### src/hdl/slp_pkg.sv
`timescale 1ns / 1ps
// Shared types and codes for the sample table linear playback block.
// No dependencies; slp_ifs, slp_muldiv and the top block use this package.
package slp_pkg;

  localparam int CMD_W     = 2;
  localparam int STATUS_W  = 3;
  localparam int CFG_IDX_W = 1;

  typedef enum logic [CMD_W-1:0] {
    CMD_TICK   = 2'd0,
    CMD_APPEND = 2'd1,
    CMD_CLEAR  = 2'd2,
    CMD_NOP    = 2'd3
  } cmd_e;

  typedef enum logic [STATUS_W-1:0] {
    ST_INTERP = 3'd0,
    ST_CONST  = 3'd1,
    ST_RANGE  = 3'd2,
    ST_EMPTY  = 3'd3,
    ST_STORED = 3'd4,
    ST_FULL   = 3'd5
  } status_e;

  typedef enum logic [CFG_IDX_W-1:0] {
    CFG_CONST_MODE  = 1'b0,
    CFG_CONST_LEVEL = 1'b1
  } cfg_idx_e;

  typedef enum logic [2:0] {
    S_IDLE,
    S_WALK,
    S_WCMP,
    S_LEFT,
    S_LCMP,
    S_CALC,
    S_FIN
  } state_e;

  typedef enum logic [1:0] {
    MD_IDLE,
    MD_MUL,
    MD_DIV
  } md_phase_e;

endpackage

### src/hdl/slp_muldiv.sv
`timescale 1ns / 1ps
// Iterative unit computing floor(mag * mul / div): shift-add multiply, then
// restoring division, one bit per cycle. Depends on slp_pkg.
module slp_muldiv #(
  parameter int TIME_BITS  = 32,
  parameter int VALUE_BITS = 32
) (
  input  logic                  clk_i,
  input  logic                  rst_ni,
  input  logic                  start_i,
  input  logic [VALUE_BITS-1:0] mag_i,
  input  logic [TIME_BITS-1:0]  mul_i,
  input  logic [TIME_BITS-1:0]  div_i,
  output logic                  done_o,
  output logic [VALUE_BITS-1:0] quo_o
);
  import slp_pkg::*;

  localparam int PROD_W = VALUE_BITS + TIME_BITS;
  localparam int CNT_W  = $clog2(PROD_W + 1);

  md_phase_e             phase_q, phase_d;
  logic [CNT_W-1:0]      cnt_q, cnt_d;
  logic [PROD_W-1:0]     acc_q, acc_d;
  logic [VALUE_BITS-1:0] mag_q, mag_d;
  logic [TIME_BITS-1:0]  mul_q, mul_d;
  logic [TIME_BITS-1:0]  div_q, div_d;
  logic [TIME_BITS-1:0]  rem_q, rem_d;
  logic [VALUE_BITS-1:0] quo_q, quo_d;
  logic                  done_q, done_d;
  logic [PROD_W-1:0]     addend;
  logic [TIME_BITS:0]    trial;
  logic [TIME_BITS:0]    trial_sub;
  logic                  fits;

  assign addend    = mul_q[TIME_BITS-1] ? {{TIME_BITS{1'b0}}, mag_q} : '0;
  assign trial     = {rem_q, acc_q[PROD_W-1]};
  assign trial_sub = trial - {1'b0, div_q};
  assign fits      = ~trial_sub[TIME_BITS];

  always_ff @(posedge clk_i or negedge rst_ni) begin
    if (!rst_ni) begin
      phase_q <= MD_IDLE;
      cnt_q   <= '0;
      acc_q   <= '0;
      mag_q   <= '0;
      mul_q   <= '0;
      div_q   <= '0;
      rem_q   <= '0;
      quo_q   <= '0;
      done_q  <= 1'b0;
    end else begin
      phase_q <= phase_d;
      cnt_q   <= cnt_d;
      acc_q   <= acc_d;
      mag_q   <= mag_d;
      mul_q   <= mul_d;
      div_q   <= div_d;
      rem_q   <= rem_d;
      quo_q   <= quo_d;
      done_q  <= done_d;
    end
  end

  always_comb begin
    phase_d = phase_q;
    cnt_d   = cnt_q;
    acc_d   = acc_q;
    mag_d   = mag_q;
    mul_d   = mul_q;
    div_d   = div_q;
    rem_d   = rem_q;
    quo_d   = quo_q;
    done_d  = 1'b0;
    case (phase_q)
      MD_IDLE: begin
        if (start_i) begin
          mag_d   = mag_i;
          mul_d   = mul_i;
          div_d   = div_i;
          acc_d   = '0;
          rem_d   = '0;
          quo_d   = '0;
          cnt_d   = CNT_W'(TIME_BITS);
          phase_d = MD_MUL;
        end
      end
      MD_MUL: begin
        // multiplier MSB first
        acc_d = (acc_q << 1) + addend;
        mul_d = mul_q << 1;
        cnt_d = cnt_q - CNT_W'(1);
        if (cnt_q == CNT_W'(1)) begin
          cnt_d   = CNT_W'(PROD_W);
          phase_d = MD_DIV;
        end
      end
      MD_DIV: begin
        rem_d = fits ? trial_sub[TIME_BITS-1:0] : trial[TIME_BITS-1:0];
        quo_d = {quo_q[VALUE_BITS-2:0], fits};
        acc_d = acc_q << 1;
        cnt_d = cnt_q - CNT_W'(1);
        if (cnt_q == CNT_W'(1)) begin
          done_d  = 1'b1;
          phase_d = MD_IDLE;
        end
      end
      default: phase_d = MD_IDLE;
    endcase
  end

  assign done_o = done_q;
  assign quo_o  = quo_q;

endmodule
### config.mk
export PLATFORM = sky130hd
export DESIGN_NAME = slp_muldiv
export DESIGN_NICKNAME = d
export VERILOG_FILES = /design/src/hdl/slp_pkg.sv /design/src/hdl/slp_muldiv.sv
export SDC_FILE = /design/constraint.sdc
export NUM_CORES = 1
export LEC_CHECK = 0
export ABC_AREA = 1
export BUFFER_PORTS_ARGS = -buffer_cell sky130_fd_sc_hd__buf_2
export CAP_MARGIN = 20
export CORE_MARGIN = 4
export CORE_UTILIZATION = 35
export DETAILED_ROUTE_END_ITERATION = 8
export GPL_TIMING_DRIVEN = 0
export PLACE_DENSITY_LB_ADDON = 0.08
export SYNTH_ARGS = -nofsm -noshare
export SYNTH_HDL_FRONTEND = slang
export SYNTH_SLANG_ARGS = --single-unit
export TNS_END_PERCENT = 20
### constraint.sdc
create_clock -name clk_i -period 2.8 [get_ports clk_i]
set_clock_uncertainty 0.2 [all_clocks]
set_input_delay 0.56 -clock clk_i [delete_from_list [all_inputs] [get_ports clk_i]]
set_output_delay 0.56 -clock clk_i [all_outputs]
set_load 0.01 [all_outputs]
==> flow_summary.toml <==
[status]
outcome = "finished, violations left"
violations = "negative setup slack"

[clock_tree]
cts.sinks = 234
cts_max_level = 1
cts_buffers = 30
tritoncts = "done"
cts_root_buffer = "clkbuf_16"
clock_path_buffers = 3
clk_pin_slew_worst_paths_ns = 0.06
clk-insertion-delay-late_ns = 0.61

[yosys]
yosys_warnings = 0
ys_async_sr_fraction_pct = 100
avgSynthCellArea_um2 = 6.24
synth_seq_cells = 234
synth_ff_type = "dfrtp_1"
synth_cells = 2667
ys_seq_area_share_pct = 35.2
synth_nets = 2836
syn_area_um2 = 16600
synth_edf_count = 0
synth_cell_types = 42

[global_routing]
antenna_found_initial = 1
grt_start_max_net_pins = 93
grt_pass1_vias = 16900
grt.total_usage_pct = 22.3
grt_use_met3_pct = 2.82
grt_pass1_wl_um = 90900
met1_usage_pct = 28.9
grt_use_met2_pct = 39.0
grt-ovfl-total = 0
grt-busiest-layer = "met2"

[critical_path]
critPathMostFrequentCell = "nand2_1"
critPathMaxFanout = 8
startpoint_type = "flop"
cp_slowest_cell = "dfrtp_4"
cp_num_buf_inv = 5
endpoint = "acc_q[43]"
crit_required_ns = 3.08
cpPeakStageDelay_ns = 0.60
r2r_end = "acc_q[43]"
rrSetupSlack_ns = -0.09
r2r_cells = 17
cp.arrival_ns = 3.16
path_cells = "buf_8 -> nand2_4 -> inv_2 -> ha_4 -> fa_2 -> buf_6 -> buf_6 -> nand3_4 -> nand3_4 -> nand2_4 -> nand3_4 -> nand2_1 -> nand2_1 -> o21ai_1 -> inv_1 -> nand2_1 -> nand2_1"
crit_path_start = "mul_q[31]"
endpoint_kind = "flop"
crit_family = "simple AND/OR/NAND/NOR gates"
timing.rr.start = "mul_q[31]"
path_class = "reg2reg"
crit_cells = 17

[timing]
setup_viol = 13
tightest_slew_ns = 0.805
hold_viol_final = 0
max_freq_ghz = 0.347
rsz0062_at_grt = "yes"
setup_slack_ns = -0.0858
holdWs_ns = 0.0353
min_period_over_period_pct = 103
slew_viol_final = 0
period_needed_ns = 2.89
maxSlewHeadroom_pct = 46.3

[drt]
drt_first_pass_iters = 5
viasPerCell = 4.81
final_antenna_net_count = 0
wirelength_um = 58000
drtIter0Drc = 1014
avgRoutedWirePerCell_um = 16.2
drc = 0
num_vias = 17200

[layout]
drive_gt1_share_pct = 19.9
nFillCells = 4819
area_growth_pct = 33.0
fin_area_um2 = 22100
stdcell_count = 3586
fin_nets = 3122

[pwr]
total_leakage_power_nw = 12.1
max-vdd-ir-drop_uv = 540
power_density_nw_per_um2 = 846

[run]
drv_cap = 0

[floorplanning]
core_um2 = 46800
ios = 132
placementRows = 79
dieWidth_um = 226
start_util_pct = 35.6
die_h_um = 226
die_area_um2 = 51100

[min_path]
min_from = "div_i[25]"
hold_class = "in2reg"

[placement]
dp.cells = 3407
place_area_um2 = 18100
place_congestion = 0.948
dp_hpwl_um = 43700
io_buffer_count = 131
dp_slack_ns = -0.903
metrics by stage:
stage / setup TNS [ns] / power, mW / util [%]
6_report: -0.443 / 18.7 / 47.4
5_1_grt: -10.28 / 20.3 / 47.4
4_1_cts: -0.813 / 17.2 / 44.0
3_5_place_dp: -62.94 / 12.5 / 38.8
3_3_place_gp: -905.22 / 12.5 / 38.6
2_1_floorplan: 0 / 10.1 / -
per-layer routing:
layer	share of wire [%]	up-vias
met3	4.0	106
met4	3.5	0
met2	49	308
met5	0	-
li1	-	8809
met1	44	8018
cell type report:
cell class,instances,area [µm²],share of cell area [%]
inverter,428,1610,7.28
clock buffer,40,848,3.83
antenna,2,5.00,0.0226
timing repair buffer,255,1920,8.67
clock inverter,16,151,0.684
buffer,81,423,1.91
multi-input combinational,1923,10600,47.7
sequential,234,5860,26.5
tap,607,759,3.43
how the worst min path moves through the flow:
stage / endpoint / slack (ns) / cells after the start
2_1_floorplan: acc_q[0] / 0.06 / 0
3_3_place_gp: mag_q[26] / 0.27 / 2
3_5_place_dp: mag_q[2] / 0.27 / 2
4_1_cts: mul_q[7] / 0.004 / 3
5_1_grt: mul_q[30] / 0.02 / 3
6_report: div_q[25] / 0.04 / 3
state kept, by name, indices dropped and copies added (netlist names):
| register | count |
|---|---|
| mul_q | 32 |
| cnt_q | 7 |
| mag_q | 32 |
| quo_o | 32 |
| acc_q | 64 |
| phase_q | 2 |
| rem_q | 32 |
| div_q | 32 |
| done_o | 1 |
synthesized netlist by cell type, types with 12 or more instances:
cell type | instances | area, µm²
nor3_1 | 23 | 115
dfrtp_1 | 234 | 5860
o21bai_1 | 12 | 90.1
ha_1 | 68 | 851
nand3b_1 | 16 | 120
nand3_1 | 112 | 561
o21ai_0 | 121 | 606
o22ai_1 | 40 | 250
inv_1 | 426 | 1600
a21oi_1 | 62 | 310
nand4_1 | 19 | 119
a31oi_1 | 34 | 213
nand2_1 | 1151 | 4320
nor2_1 | 197 | 739
clkbuf_1 | 61 | 229
xnor2_1 | 14 | 123
kinds of logic (layout without fill, tap and decap cells):
| kind of cell | count (synthesis) | count (layout) | synth area share [%] |
|---|---|---|---|
| other | 0 | 2 | 0 |
| and+or+nand+nor | 1540 | 1540 | 36.8 |
| AOI/OAI and AO/OA | 291 | 291 | 9.81 |
| adders and majority gates | 70 | 70 | 5.35 |
| buffers and inverters | 510 | 820 | 11.7 |
| xor gates and xnor gates | 22 | 22 | 1.16 |
| DFF | 234 | 234 | 35.2 |
layout by cell type, fill, tap and decap left out, types with 28 or more instances in the layout:
master / instances
dfrtp_1: 232
nand2_2: 107
o22ai_1: 40
inv_1: 390
inv_2: 36
nor2_1: 152
nor2_4: 28
clkbuf_1: 52
ha_1: 36
a21oi_1: 40
nand2_1: 1000
ha_4: 31
buf_2: 137
nand3_1: 91
clkbuf_16: 31
o21ai_0: 92
dlygate4sd3_1: 89
a31oi_1: 34
nand2_4: 49
power by group:
| part | internal [mW] | switching [mW] |
|---|---|---|
| Sequential | 4.34 | 0.669 |
| Combinational | 3.48 | 6.37 |
| Clock | 2.23 | 1.65 |
repair_timing:
item / in CTS / in global routing
endpoints found under the hold margin: 153 / 0
hold buffers: 89 / 0
setup buffers: 6 / 24
pin swaps: 8 / 119
gates resized for setup: 120 / 397
endpoints found under the setup margin: 169 / 137
gates cloned: 2 / 1
worst min-delay path: stages:
cell and delay, ns:
buf_2 0.11, nand2_1 0.07, o21ai_0 0.07
No activity file was read; power rests on OpenSTA's default activity.
